### src/design/pts_pkg.sv
// ----------------------------------------------------------------------------
// Tone sequencer package
// Codes, payload layouts, constant tables and the controller/datapath link.
// ----------------------------------------------------------------------------
package pts_pkg;

  typedef enum logic [1:0] {
    OP_LOAD  = 2'd0,
    OP_START = 2'd1,
    OP_STOP  = 2'd2,
    OP_TICK  = 2'd3
  } op_t;

  typedef enum logic [1:0] {
    REG_STEP_COUNT        = 2'd0,
    REG_OCTAVE_SHIFT      = 2'd1,
    REG_FRAMES_PER_BEAT   = 2'd2,
    REG_SAMPLES_PER_FRAME = 2'd3
  } cfg_reg_t;

  typedef enum logic [3:0] {
    ST_IDLE,
    ST_SETUP,
    ST_X2,
    ST_Q,
    ST_W,
    ST_Y,
    ST_MIX_ABS,
    ST_MIX_DIV,
    ST_EMIT
  } state_t;

  localparam int unsigned OP_W        = 2;
  localparam int unsigned CFG_IDX_W   = 2;
  localparam int unsigned CFG_DATA_W  = 12;
  localparam int unsigned STEP_CNT_W  = 5;
  localparam int unsigned SHIFT_W     = 3;
  localparam int unsigned FPB_W       = 8;
  localparam int unsigned SPF_W       = 12;

  localparam logic [STEP_CNT_W-1:0] STEP_COUNT_RST = 5'd0;
  localparam logic [SHIFT_W-1:0]    SHIFT_RST      = 3'd0;
  localparam logic [FPB_W-1:0]      FPB_RST        = 8'd8;
  localparam logic [SPF_W-1:0]      SPF_RST        = 12'd320;

  localparam int unsigned STEP_IN_W   = 4;
  localparam int unsigned COUNT_W     = 3;
  localparam int unsigned NOTE_W      = 7;
  localparam int unsigned NOTE_FIELDS = 4;
  localparam int unsigned VOICE_IDX_W = 3;
  localparam int unsigned ROW_W       = COUNT_W + NOTE_FIELDS * NOTE_W;
  localparam int unsigned IN_DATA_W   = 40;

  localparam int unsigned SAMPLE_W    = 15;
  localparam int unsigned STEP_OUT_W  = 4;
  localparam int unsigned OUT_DATA_W  = 24;
  localparam int unsigned OUT_PAD_W   = OUT_DATA_W - SAMPLE_W - STEP_OUT_W;

  localparam longint unsigned SAMPLE_RATE  = 16000;
  localparam int unsigned     SINE_ENTRIES = 1024;
  localparam int unsigned     SINE_BITS    = $clog2(SINE_ENTRIES);

  // Frequencies of MIDI notes 60 to 71 in Hz, scaled by 2^16.
  localparam logic [24:0] PITCH_ROM [12] = '{
    25'd17145893, 25'd18165441, 25'd19245614, 25'd20390018,
    25'd21602472, 25'd22887021, 25'd24247955, 25'd25689813,
    25'd27217409, 25'd28835840, 25'd30550508, 25'd32367136
  };

  // Rounded-up 2^24 / count; exact floor division for quotients below 2^17.
  localparam int unsigned RECIP_SHIFT = 24;
  localparam logic [24:0] RECIP [8] = '{
    25'd0,       25'd16777216, 25'd8388608, 25'd5592406,
    25'd4194304, 25'd3355444,  25'd2796203, 25'd2396746
  };

  typedef struct packed {
    logic                   load;
    logic                   start;
    logic                   stop;
    logic                   tick_begin;
    logic                   voice_setup;
    logic                   step_x2;
    logic                   step_q;
    logic                   step_w;
    logic                   voice_finish;
    logic                   mix_abs;
    logic                   mix_div;
    logic                   emit;
    logic [VOICE_IDX_W-1:0] voice;
  } cmd_t;

  typedef struct packed {
    logic               active;
    logic [COUNT_W-1:0] sounding;
  } status_t;

endpackage

### src/design/pts_ram.sv
// ----------------------------------------------------------------------------
// Generic RAM
// One write port and one read port, read data registered on a read enable.
// ----------------------------------------------------------------------------
module pts_ram #(
  parameter int unsigned WIDTH = 8,
  parameter int unsigned DEPTH = 16
) (
  input  logic                                   clk,
  input  logic                                   we,
  input  logic [((DEPTH > 1) ? $clog2(DEPTH) : 1)-1:0] waddr,
  input  logic [WIDTH-1:0]                       wdata,
  input  logic                                   re,
  input  logic [((DEPTH > 1) ? $clog2(DEPTH) : 1)-1:0] raddr,
  output logic [WIDTH-1:0]                       rdata
);

  logic [WIDTH-1:0] mem [DEPTH];

  always_ff @(posedge clk) begin
    if (we) begin
      mem[waddr] <= wdata;
    end
    if (re) begin
      rdata <= mem[raddr];
    end
  end

endmodule

### src/design/pts_ctrl.sv
// ----------------------------------------------------------------------------
// Tone sequencer controller
// Steps playing ticks through voice setup, sine polynomial, mix and output.
// ----------------------------------------------------------------------------
module pts_ctrl (
  input  logic                         clk,
  input  logic                         rst,
  input  logic                         in_valid,
  input  logic [pts_pkg::OP_W-1:0]     in_op,
  output logic                         in_ready,
  output logic                         out_valid,
  input  logic                         out_ready,
  input  pts_pkg::status_t             status,
  output pts_pkg::cmd_t                cmd
);

  pts_pkg::state_t                      state, state_next;
  logic [pts_pkg::VOICE_IDX_W-1:0]      voice, voice_next;
  logic                                 out_valid_next;

  always_ff @(posedge clk) begin
    if (rst) begin
      state     <= pts_pkg::ST_IDLE;
      voice     <= '0;
      out_valid <= 1'b0;
    end else begin
      state     <= state_next;
      voice     <= voice_next;
      out_valid <= out_valid_next;
    end
  end

  always_comb begin
    state_next = state;
    voice_next = voice;
    in_ready   = 1'b0;
    cmd        = '0;
    cmd.voice  = voice;
    case (state)
      pts_pkg::ST_IDLE: begin
        in_ready = 1'b1;
        if (in_valid) begin
          case (pts_pkg::op_t'(in_op))
            pts_pkg::OP_LOAD:  cmd.load  = 1'b1;
            pts_pkg::OP_START: cmd.start = 1'b1;
            pts_pkg::OP_STOP:  cmd.stop  = 1'b1;
            pts_pkg::OP_TICK: begin
              if (status.active) begin
                cmd.tick_begin = 1'b1;
                voice_next     = '0;
                state_next     = pts_pkg::ST_SETUP;
              end else begin
                state_next = pts_pkg::ST_EMIT;
              end
            end
            default: ;
          endcase
        end
      end
      pts_pkg::ST_SETUP: begin
        if (voice < status.sounding) begin
          cmd.voice_setup = 1'b1;
          state_next      = pts_pkg::ST_X2;
        end else begin
          state_next = pts_pkg::ST_MIX_ABS;
        end
      end
      pts_pkg::ST_X2: begin
        cmd.step_x2 = 1'b1;
        state_next  = pts_pkg::ST_Q;
      end
      pts_pkg::ST_Q: begin
        cmd.step_q = 1'b1;
        state_next = pts_pkg::ST_W;
      end
      pts_pkg::ST_W: begin
        cmd.step_w = 1'b1;
        state_next = pts_pkg::ST_Y;
      end
      pts_pkg::ST_Y: begin
        cmd.voice_finish = 1'b1;
        voice_next       = voice + 1'b1;
        state_next       = pts_pkg::ST_SETUP;
      end
      pts_pkg::ST_MIX_ABS: begin
        cmd.mix_abs = 1'b1;
        state_next  = pts_pkg::ST_MIX_DIV;
      end
      pts_pkg::ST_MIX_DIV: begin
        cmd.mix_div = 1'b1;
        state_next  = pts_pkg::ST_EMIT;
      end
      pts_pkg::ST_EMIT: begin
        if (!out_valid || out_ready) begin
          cmd.emit   = 1'b1;
          state_next = pts_pkg::ST_IDLE;
        end
      end
      default: state_next = pts_pkg::ST_IDLE;
    endcase
  end

  always_comb begin
    if (cmd.emit) begin
      out_valid_next = 1'b1;
    end else if (out_valid && out_ready) begin
      out_valid_next = 1'b0;
    end else begin
      out_valid_next = out_valid;
    end
  end

endmodule

### src/design/pts_datapath.sv
// ----------------------------------------------------------------------------
// Tone sequencer datapath
// Configuration, chord memory, voice phases, sine polynomial, mixer and counters.
// ----------------------------------------------------------------------------
module pts_datapath #(
  parameter int unsigned MAX_STEPS  = 16,
  parameter int unsigned VOICES     = 4,
  parameter int unsigned PHASE_BITS = 24
) (
  input  logic                               clk,
  input  logic                               rst,
  input  logic                               cfg_we,
  input  logic [pts_pkg::CFG_IDX_W-1:0]      cfg_index,
  input  logic [pts_pkg::CFG_DATA_W-1:0]     cfg_data,
  input  logic [pts_pkg::IN_DATA_W-1:0]      in_data,
  input  pts_pkg::cmd_t                      cmd,
  output pts_pkg::status_t                   status,
  output logic [pts_pkg::OUT_DATA_W-1:0]     out_data,
  output logic                               out_last
);

  localparam int unsigned STEP_W = (MAX_STEPS > 1) ? $clog2(MAX_STEPS) : 1;
  localparam int unsigned NV     = (VOICES < pts_pkg::NOTE_FIELDS) ? VOICES
                                                                   : pts_pkg::NOTE_FIELDS;
  localparam int unsigned VW     = (NV > 1) ? $clog2(NV) : 1;
  localparam int unsigned TW     = PHASE_BITS + 13;
  localparam int unsigned SW     = TW + 11;

  // Phase increment of each pitch class in its lowest octave, before scaling.
  localparam logic [TW-1:0] STEP_TABLE [16] = '{
    TW'((64'(pts_pkg::PITCH_ROM[0])  << PHASE_BITS) / pts_pkg::SAMPLE_RATE),
    TW'((64'(pts_pkg::PITCH_ROM[1])  << PHASE_BITS) / pts_pkg::SAMPLE_RATE),
    TW'((64'(pts_pkg::PITCH_ROM[2])  << PHASE_BITS) / pts_pkg::SAMPLE_RATE),
    TW'((64'(pts_pkg::PITCH_ROM[3])  << PHASE_BITS) / pts_pkg::SAMPLE_RATE),
    TW'((64'(pts_pkg::PITCH_ROM[4])  << PHASE_BITS) / pts_pkg::SAMPLE_RATE),
    TW'((64'(pts_pkg::PITCH_ROM[5])  << PHASE_BITS) / pts_pkg::SAMPLE_RATE),
    TW'((64'(pts_pkg::PITCH_ROM[6])  << PHASE_BITS) / pts_pkg::SAMPLE_RATE),
    TW'((64'(pts_pkg::PITCH_ROM[7])  << PHASE_BITS) / pts_pkg::SAMPLE_RATE),
    TW'((64'(pts_pkg::PITCH_ROM[8])  << PHASE_BITS) / pts_pkg::SAMPLE_RATE),
    TW'((64'(pts_pkg::PITCH_ROM[9])  << PHASE_BITS) / pts_pkg::SAMPLE_RATE),
    TW'((64'(pts_pkg::PITCH_ROM[10]) << PHASE_BITS) / pts_pkg::SAMPLE_RATE),
    TW'((64'(pts_pkg::PITCH_ROM[11]) << PHASE_BITS) / pts_pkg::SAMPLE_RATE),
    TW'(0), TW'(0), TW'(0), TW'(0)
  };

  // Configuration registers.
  logic        [pts_pkg::STEP_CNT_W-1:0] step_count;
  logic signed [pts_pkg::SHIFT_W-1:0]    octave_shift;
  logic        [pts_pkg::FPB_W-1:0]      frames_per_beat;
  logic        [pts_pkg::SPF_W-1:0]      samples_per_frame;

  // Playback state.
  logic                                  running;
  logic [pts_pkg::SPF_W-1:0]             sample_in_frame;
  logic [pts_pkg::FPB_W-1:0]             frame_in_beat;
  logic [STEP_W-1:0]                     step_now;
  logic [PHASE_BITS-1:0]                 phase [NV];

  // Chord memory.
  logic [pts_pkg::STEP_IN_W-1:0]         in_step;
  logic                                  ram_we;
  logic [pts_pkg::ROW_W-1:0]             row;
  logic [pts_pkg::COUNT_W-1:0]           row_count;
  logic [pts_pkg::NOTE_W-1:0]            note_sel;

  // Per-voice working registers.
  logic [PHASE_BITS-1:0]                 phase_sel;
  logic signed [8:0]                     shift12;
  logic signed [8:0]                     note_sum;
  logic [pts_pkg::NOTE_W-1:0]            note_clamped;
  logic [14:0]                           oct_prod;
  logic [3:0]                            oct_val;
  logic [3:0]                            rem_val;
  logic [pts_pkg::SINE_BITS-1:0]         sine_idx;
  logic [15:0]                           turn;
  logic [14:0]                           x_val;
  logic [14:0]                           x;
  logic [1:0]                            quad;
  logic [3:0]                            oct;
  logic [3:0]                            rem;
  logic [29:0]                           sq;
  logic [SW-1:0]                         inc_shifted;
  logic [SW-1:0]                         inc_sum;
  logic [14:0]                           x2;
  logic [PHASE_BITS-1:0]                 inc;
  logic [25:0]                           q_prod;
  logic [13:0]                           q;
  logic [28:0]                           w_prod;
  logic [14:0]                           w;
  logic [29:0]                           y_prod;
  logic [15:0]                           y;
  logic [16:0]                           two_y;
  logic signed [18:0]                    sine_ext;
  logic signed [18:0]                    sum;

  // Mixer.
  logic [17:0]                           abs_sum;
  logic                                  neg;
  logic [32:0]                           mag_prod;
  logic [41:0]                           quot_prod;
  logic [17:0]                           quot;
  logic [17:0]                           quot_signed;

  // Counters and output.
  logic [pts_pkg::STEP_CNT_W-1:0]        eff;
  logic                                  active;
  logic [pts_pkg::SPF_W-1:0]             spf_inc;
  logic [pts_pkg::FPB_W-1:0]             fpb_inc;
  logic [STEP_W:0]                       step_inc;
  logic                                  frame_wrap;
  logic [pts_pkg::SAMPLE_W-1:0]          out_sample;
  logic [pts_pkg::STEP_OUT_W-1:0]        out_step;

  always_ff @(posedge clk) begin
    if (rst) begin
      step_count        <= pts_pkg::STEP_COUNT_RST;
      octave_shift      <= pts_pkg::SHIFT_RST;
      frames_per_beat   <= pts_pkg::FPB_RST;
      samples_per_frame <= pts_pkg::SPF_RST;
    end else if (cfg_we) begin
      case (pts_pkg::cfg_reg_t'(cfg_index))
        pts_pkg::REG_STEP_COUNT:
          step_count <= cfg_data[pts_pkg::STEP_CNT_W-1:0];
        pts_pkg::REG_OCTAVE_SHIFT:
          octave_shift <= cfg_data[pts_pkg::SHIFT_W-1:0];
        pts_pkg::REG_FRAMES_PER_BEAT:
          frames_per_beat <= cfg_data[pts_pkg::FPB_W-1:0];
        pts_pkg::REG_SAMPLES_PER_FRAME:
          samples_per_frame <= cfg_data[pts_pkg::SPF_W-1:0];
        default: ;
      endcase
    end
  end

  assign in_step = in_data[pts_pkg::STEP_IN_W-1:0];
  assign ram_we  = cmd.load && (32'(in_step) < MAX_STEPS);

  pts_ram #(
    .WIDTH (pts_pkg::ROW_W),
    .DEPTH (MAX_STEPS)
  ) u_chord_ram (
    .clk   (clk),
    .we    (ram_we),
    .waddr (STEP_W'(in_step)),
    .wdata (in_data[pts_pkg::STEP_IN_W +: pts_pkg::ROW_W]),
    .re    (cmd.tick_begin),
    .raddr (step_now),
    .rdata (row)
  );

  assign row_count = row[pts_pkg::COUNT_W-1:0];
  assign note_sel  = row[pts_pkg::COUNT_W + pts_pkg::NOTE_W * cmd.voice[1:0] +: pts_pkg::NOTE_W];

  assign eff    = (32'(step_count) > MAX_STEPS) ? pts_pkg::STEP_CNT_W'(MAX_STEPS) : step_count;
  assign active = running && (step_count != '0);

  assign status.active   = active;
  assign status.sounding = (row_count > pts_pkg::COUNT_W'(NV)) ? pts_pkg::COUNT_W'(NV)
                                                                : row_count;

  // Note to octave and pitch class.
  always_comb begin
    shift12  = 9'(octave_shift) * 9'sd12;
    note_sum = $signed({2'b00, note_sel}) + shift12;
    if (note_sum < 9'sd0) begin
      note_clamped = '0;
    end else if (note_sum > 9'sd127) begin
      note_clamped = 7'd127;
    end else begin
      note_clamped = note_sum[6:0];
    end
    oct_prod = 15'(note_clamped) * 15'd171;
    oct_val  = oct_prod[14:11];
    rem_val  = 4'(note_clamped - 7'(7'(oct_val) * 7'd12));
  end

  // Phase to folded quarter-wave argument.
  always_comb begin
    phase_sel = phase[cmd.voice[VW-1:0]];
    sine_idx  = phase_sel[PHASE_BITS-1 -: pts_pkg::SINE_BITS];
    turn      = 16'(sine_idx) << (16 - pts_pkg::SINE_BITS);
    x_val     = turn[14] ? 15'(15'd16384 - 15'(turn[13:0])) : 15'(turn[13:0]);
  end

  always_comb begin
    sq          = 30'(x) * 30'(x);
    inc_shifted = SW'(STEP_TABLE[rem]) << oct;
    inc_sum     = inc_shifted + (SW'(1) << 20);
    q_prod      = 26'(x2) * 26'(11'd1160);
    w_prod      = 29'(x2) * 29'(q);
    y_prod      = 30'(x) * 30'(w);
    y           = 16'(y_prod >> 14);
    two_y       = 17'(y) << 1;
    sine_ext    = quad[1] ? -$signed(19'(two_y)) : $signed(19'(two_y));
    abs_sum     = (sum < 19'sd0) ? 18'(-sum) : 18'(sum);
    quot        = quot_prod[pts_pkg::RECIP_SHIFT +: 18];
    quot_signed = neg ? 18'(-quot) : quot;
  end

  always_ff @(posedge clk) begin
    if (cmd.voice_setup) begin
      x    <= x_val;
      quad <= turn[15:14];
      oct  <= oct_val;
      rem  <= rem_val;
    end
    if (cmd.step_x2) begin
      x2  <= 15'(sq >> 14);
      inc <= inc_sum[21 +: PHASE_BITS];
    end
    if (cmd.step_q) begin
      q <= 14'(14'd10512 - 14'(q_prod >> 14));
    end
    if (cmd.step_w) begin
      w <= 15'(15'd25736 - 15'(w_prod >> 14));
    end
    if (cmd.tick_begin) begin
      sum <= '0;
    end else if (cmd.voice_finish) begin
      sum <= sum + sine_ext;
    end
    if (cmd.mix_abs) begin
      neg      <= sum < 19'sd0;
      mag_prod <= 33'(abs_sum) * 33'(15'd32767);
    end
    if (cmd.mix_div) begin
      quot_prod <= 42'(mag_prod[32:16]) * 42'(pts_pkg::RECIP[row_count]);
    end
  end

  assign spf_inc    = sample_in_frame + 1'b1;
  assign fpb_inc    = frame_in_beat + 1'b1;
  assign step_inc   = (STEP_W + 1)'(step_now) + 1'b1;
  assign frame_wrap = spf_inc == samples_per_frame;

  always_ff @(posedge clk) begin
    if (rst) begin
      running         <= 1'b0;
      sample_in_frame <= '0;
      frame_in_beat   <= '0;
      step_now        <= '0;
      for (int i = 0; i < NV; i++) begin
        phase[i] <= '0;
      end
    end else begin
      if (cmd.start) begin
        running         <= step_count != '0;
        sample_in_frame <= '0;
        frame_in_beat   <= '0;
        step_now        <= '0;
        for (int i = 0; i < NV; i++) begin
          phase[i] <= '0;
        end
      end
      if (cmd.stop) begin
        running <= 1'b0;
      end
      if (cmd.voice_finish) begin
        phase[cmd.voice[VW-1:0]] <= phase_sel + inc;
      end
      if (cmd.emit && active) begin
        if (frame_wrap) begin
          sample_in_frame <= '0;
          if (fpb_inc == frames_per_beat) begin
            frame_in_beat <= '0;
            if (32'(step_inc) >= 32'(eff)) begin
              step_now <= '0;
            end else begin
              step_now <= step_now + 1'b1;
            end
          end else begin
            frame_in_beat <= fpb_inc;
          end
        end else begin
          sample_in_frame <= spf_inc;
        end
      end
    end
  end

  always_ff @(posedge clk) begin
    if (cmd.emit) begin
      out_sample <= active ? quot_signed[pts_pkg::SAMPLE_W-1:0] : '0;
      out_step   <= pts_pkg::STEP_OUT_W'(step_now);
      out_last   <= active && frame_wrap;
    end
  end

  assign out_data = {{pts_pkg::OUT_PAD_W{1'b0}}, out_step, out_sample};

endmodule

### src/design/polyphonic_tone_sequencer_top.sv
// ----------------------------------------------------------------------------
// Polyphonic tone sequencer
// Load, start and stop items return nothing. A sample tick returns one result:
// while playback is stopped it goes straight to the output, and while playing
// it runs the sine polynomial for each voice sounding in the current step, its
// four multiplies in turn for one voice after another, followed by the mixer,
// which takes the magnitude of the sum and then divides by the voice count.
// The block takes a new item only between items, but a finished result waiting
// in the output register does not hold off the next item. The chord memory is
// not cleared after reset; a step must be loaded before it is played.
// ----------------------------------------------------------------------------
module polyphonic_tone_sequencer_top #(
  parameter int unsigned MAX_STEPS  = 16,
  parameter int unsigned VOICES     = 4,
  parameter int unsigned PHASE_BITS = 24
) (
  input  logic                              clk,
  input  logic                              rst,
  input  logic                              cfg_we,
  input  logic [pts_pkg::CFG_IDX_W-1:0]     cfg_index,
  input  logic [pts_pkg::CFG_DATA_W-1:0]    cfg_data,
  input  logic                              s_axis_tvalid,
  output logic                              s_axis_tready,
  // step_index, voice_count, note_first, note_second, note_third, note_fourth
  input  logic [pts_pkg::IN_DATA_W-1:0]     s_axis_tdata,
  // operation
  input  logic [pts_pkg::OP_W-1:0]          s_axis_tuser,
  output logic                              m_axis_tvalid,
  input  logic                              m_axis_tready,
  // sample, current_step
  output logic [pts_pkg::OUT_DATA_W-1:0]    m_axis_tdata,
  // frame_end
  output logic                              m_axis_tlast
);

  pts_pkg::cmd_t    cmd;
  pts_pkg::status_t status;

  pts_ctrl u_ctrl (
    .clk       (clk),
    .rst       (rst),
    .in_valid  (s_axis_tvalid),
    .in_op     (s_axis_tuser),
    .in_ready  (s_axis_tready),
    .out_valid (m_axis_tvalid),
    .out_ready (m_axis_tready),
    .status    (status),
    .cmd       (cmd)
  );

  pts_datapath #(
    .MAX_STEPS  (MAX_STEPS),
    .VOICES     (VOICES),
    .PHASE_BITS (PHASE_BITS)
  ) u_datapath (
    .clk       (clk),
    .rst       (rst),
    .cfg_we    (cfg_we),
    .cfg_index (cfg_index),
    .cfg_data  (cfg_data),
    .in_data   (s_axis_tdata),
    .cmd       (cmd),
    .status    (status),
    .out_data  (m_axis_tdata),
    .out_last  (m_axis_tlast)
  );

endmodule

### config.mk
export PLATFORM = sky130hd
export DESIGN_NAME = polyphonic_tone_sequencer_top
export DESIGN_NICKNAME = d
export VERILOG_FILES = /design/src/design/pts_pkg.sv /design/src/design/pts_ram.sv /design/src/design/pts_ctrl.sv /design/src/design/pts_datapath.sv /design/src/design/polyphonic_tone_sequencer_top.sv
export SDC_FILE = /design/constraint.sdc
export NUM_CORES = 2
export LEC_CHECK = 0
export ABC_AREA = 1
export BUFFER_PORTS_ARGS = -buffer_cell sky130_fd_sc_hd__buf_2
export CORE_MARGIN = 8
export CORE_UTILIZATION = 40
export CTS_BUF_LIST = sky130_fd_sc_hd__clkbuf_8
export CTS_CLUSTER_DIAMETER = 60
export DETAILED_ROUTE_END_ITERATION = 6
export PLACE_DENSITY_LB_ADDON = 0.25
export SETUP_SLACK_MARGIN = 0.1
export SLEW_MARGIN = 20
export SYNTH_ARGS = -nofsm -noshare
export SYNTH_HDL_FRONTEND = slang
export SYNTH_SLANG_ARGS = --single-unit
### constraint.sdc
create_clock -name clk -period 21.4 [get_ports clk]
set_input_delay 2.14 -clock clk [delete_from_list [all_inputs] [get_ports clk]]
set_output_delay 2.14 -clock clk [all_outputs]
set_load 0.1 [all_outputs]
==> reports/qor.yml <==
die_height_um: 439
endpoint_kind: "flip-flop"
slowest_delay_ns: 0.87
cp.required_ns: 22.02
yosysWarnings: 0
synthFlopType: "edfxtp_1"
worstSetupStartpoint: "u_datapath.u_chord_ram.rdata[2]"
boundaryPins: 88
numCtsBuffers: 148
postRouteAntennaNets: 0
dieArea_um2: 192000
r2r_cells: 23
power_mw: 6.69
grt_pass1_wl_um: 297000
ctsHoldBuffers: 0
leakage_nw: 36.6
syn_inst: 7796
dieWidth_um: 439
clock_latency_ns: 0.89
max_freq_mhz: 118
synth_edf_count: 762
cts_resized: 0
grt_pass1_vias: 53800
vias: 52100
first_iter_violations: 3429
finalSetupViolCount: 0
drive_gt1_frac: 0.0530
ys_ff_latch: 843
cp_cell_sequence: "buf_4, clkinv_1, nor2_1, inv_1, nor2_1, fa_1, fa_1, inv_1, fa_1, inv_1, fa_1, inv_1, fa_1, inv_1, fa_1, ha_1, a21oi_1, o21ai_0, a21oi_1, o311ai_0, nand2_1, o2111ai_1, xor2_1"
hold_viol: 0
hp-class: "reg2reg"
rows: 155
powerDensity_nw_per_um2: 86.4
wirelength_um: 187000
final_common_cell: "inv_1"
ys_async_sr_fraction: 0
cp-start-kind: "flip-flop"
fin_skew_ns: 0.0664
cts_setup_buffers: 0
rsz0062_at_grt: "no"
slew_headroom: 0.263
syn-mean-instance-area_um2: 9.17
synth_top_cell_area_share: 0.320
setup_tns_ns: 0
cts-root-buf: "clkbuf_8"
gp_congestion: 0.937
htreeDepth: 4
synthTopCellsByArea: "edfxtp_1, fa_1, ha_1"
area_growth_pct: 8.33
tritoncts: "done"
ys_types: 64
core-area_um2: 178000
netlist_area_um2: 71500
rrSetupSlack_ns: 12.90
min_path_cells: 2
worstSetupPathType: "reg2reg"
min_to: "u_datapath.frames_per_beat[2]"
maxCapViolations: 0
grt_max_degree: 101
r2r_end: "u_datapath.quot_prod[38]"
final_nets: 9230
vdd_ir_drop_max_v: 0.000341
worst_path_max_delay_cell: "o311ai_0"
cts.clk_slew.worst_paths_ns: 0.06
yosysTopAreaCell: "edfxtp_1"
status: "completed"
gr-total-overflow: 0
dp_hpwl_um: 137000
final_max_slew_viol_count: 0
ys_seq_area_frac: 0.343
tightest_slew_ns: 1.11
worstPathMaxFanout: 19
timing.final.crit_share: 0.397
wire_per_inst_um: 18.1
worstHoldStart: "u_datapath.frames_per_beat[2]"
path_common_cell: "fa_1"
grtUsageTotal: 0.194
vias_per_cell: 5.04
start_util: 0.401
finalCriticalPeriod_ns: 8.50
regToRegStartpoint: "u_datapath.u_chord_ram.rdata[2]"
dr.pass1.iters: 5
antenna_found_initial: 11
cp.arrival_ns: 9.12
clock_path_buffers: 3
cts_sinks: 843
drc: 0
io_buffers: 77
layout_common_cells: "inv_1, nand2_1, edfxtp_1"
## logic make-up after synthesis
group           count (synthesis)  synth area share
compound gates               1085            0.0852
buf+inv                      1785            0.0945
mux                             3          0.000420
flops                         843             0.343
xor+xnor                      212            0.0266
fa+ha+maj                    1307             0.305
simple gates                 2559             0.145
other cells                     2          0.000105
## layer usage
layer  GRT usage  part of all wire  vias to the layer above
met5           0           0.00027                        -
met1       0.252              0.44                    25400
met2       0.334              0.49                     1290
met3      0.0321             0.052                      324
met4      0.0539             0.027                        8
li1            -                 -                    25100
## power breakdown
group / internal (mW) / total, mW / switching [mW]
combinational: 1.23 / 3.32 / 2.09
clock: 0.715 / 1.43 / 0.715
sequential: 1.92 / 1.94 / 0.0128
## stage by stage
stage	hold slack (ns)	util	area (um^2)	setup slack, ns	instances
detailed placement	0.463	0.419	74600	13.07	10100
floorplan	0.406	-	71500	14.16	7806
global route	0.490	0.435	77400	12.56	10300
global placement	0.461	0.419	74600	13.14	10100
CTS	0.472	0.435	77400	13.09	10300
finish	0.469	0.435	77400	12.90	10300
## registers in the layout, summed over array words and instances (netlist names), 3 cells and up, named ones only
| register | count |
|---|---|
| u_datapath.frame_in_beat | 8 |
| u_datapath.x2 | 15 |
| u_datapath.u_chord_ram.mem | 496 |
| u_datapath.sample_in_frame | 12 |
| u_datapath.octave_shift | 3 |
| u_datapath.out_sample | 15 |
| u_datapath.u_chord_ram.rdata | 31 |
| u_datapath.frames_per_beat | 8 |
| u_datapath.rem | 4 |
| u_datapath.out_step | 4 |
| u_datapath.inc | 24 |
| u_datapath.samples_per_frame | 12 |
| u_datapath.q | 14 |
| u_datapath.mag_prod | 17 |
| u_datapath.phase | 96 |
| u_datapath.step_count | 5 |
| u_datapath.x | 9 |
| u_datapath.w | 15 |
| u_ctrl.voice | 3 |
| u_datapath.quot_prod | 15 |
| u_datapath.step_now | 4 |
| u_datapath.sum | 18 |
| u_ctrl.state | 4 |
| u_datapath.oct | 4 |
## area by class of cell
| class | count | area (um^2) |
|---|---|---|
| clock inverter | 113 | 726 |
| antenna | 7 | 17.5 |
| timing repair buffer | 150 | 933 |
| multi-input combinational | 5178 | 40400 |
| fill | 17400 | 101000 |
| inverter | 1541 | 5790 |
| tap | 2355 | 2950 |
| sequential | 843 | 24500 |
| clock buffer | 152 | 2090 |
## synth_stat cells (5+ instances only)
cell type	n
o21ai_1	33
nand4_1	57
clkinv_1	9
xor2_1	140
nand3b_1	14
nor4_1	15
xor2_2	6
a211oi_1	8
inv_2	5
o22ai_1	65
nor2_2	7
or2_2	13
xnor2_1	66
nor2_1	692
nand2_2	9
nor3_1	51
o21ai_0	418
buf_2	8
a32oi_1	7
o31ai_1	6
inv_1	1527
o21a_1	20
a221oi_1	42
o221ai_1	26
o21bai_1	9
dfxtp_1	81
a31oi_1	13
buf_4	8
nand3_1	211
edfxtp_1	762
ha_1	578
clkbuf_1	210
buf_1	16
a21o_1	10
fa_1	729
a21oi_1	387
o211ai_1	15
nand2_1	1466
## worst max path at each step
stage | end | slack (ns)
2_1_floorplan | u_datapath.sum[18] | 14.16
3_3_place_gp | u_datapath.quot_prod[38] | 13.14
3_5_place_dp | u_datapath.quot_prod[38] | 13.07
4_1_cts | u_datapath.quot_prod[38] | 13.09
5_1_grt | u_datapath.rem[3] | 12.56
6_report | u_datapath.quot_prod[38] | 12.90
## critical path, delay by kind of cell, from the launching register on
family / cells / cell delay (ns)
XOR/XNOR: 1 / 0.10
buffers and inverters: 7 / 1.60
flip-flops: 1 / 0.33
AND/OR/NAND/NOR: 3 / 1.20
adder cells (fa/ha/maj): 7 / 3.43
AO/OA/AOI/OAI: 5 / 1.56
(Power assumes the default switching activity.)
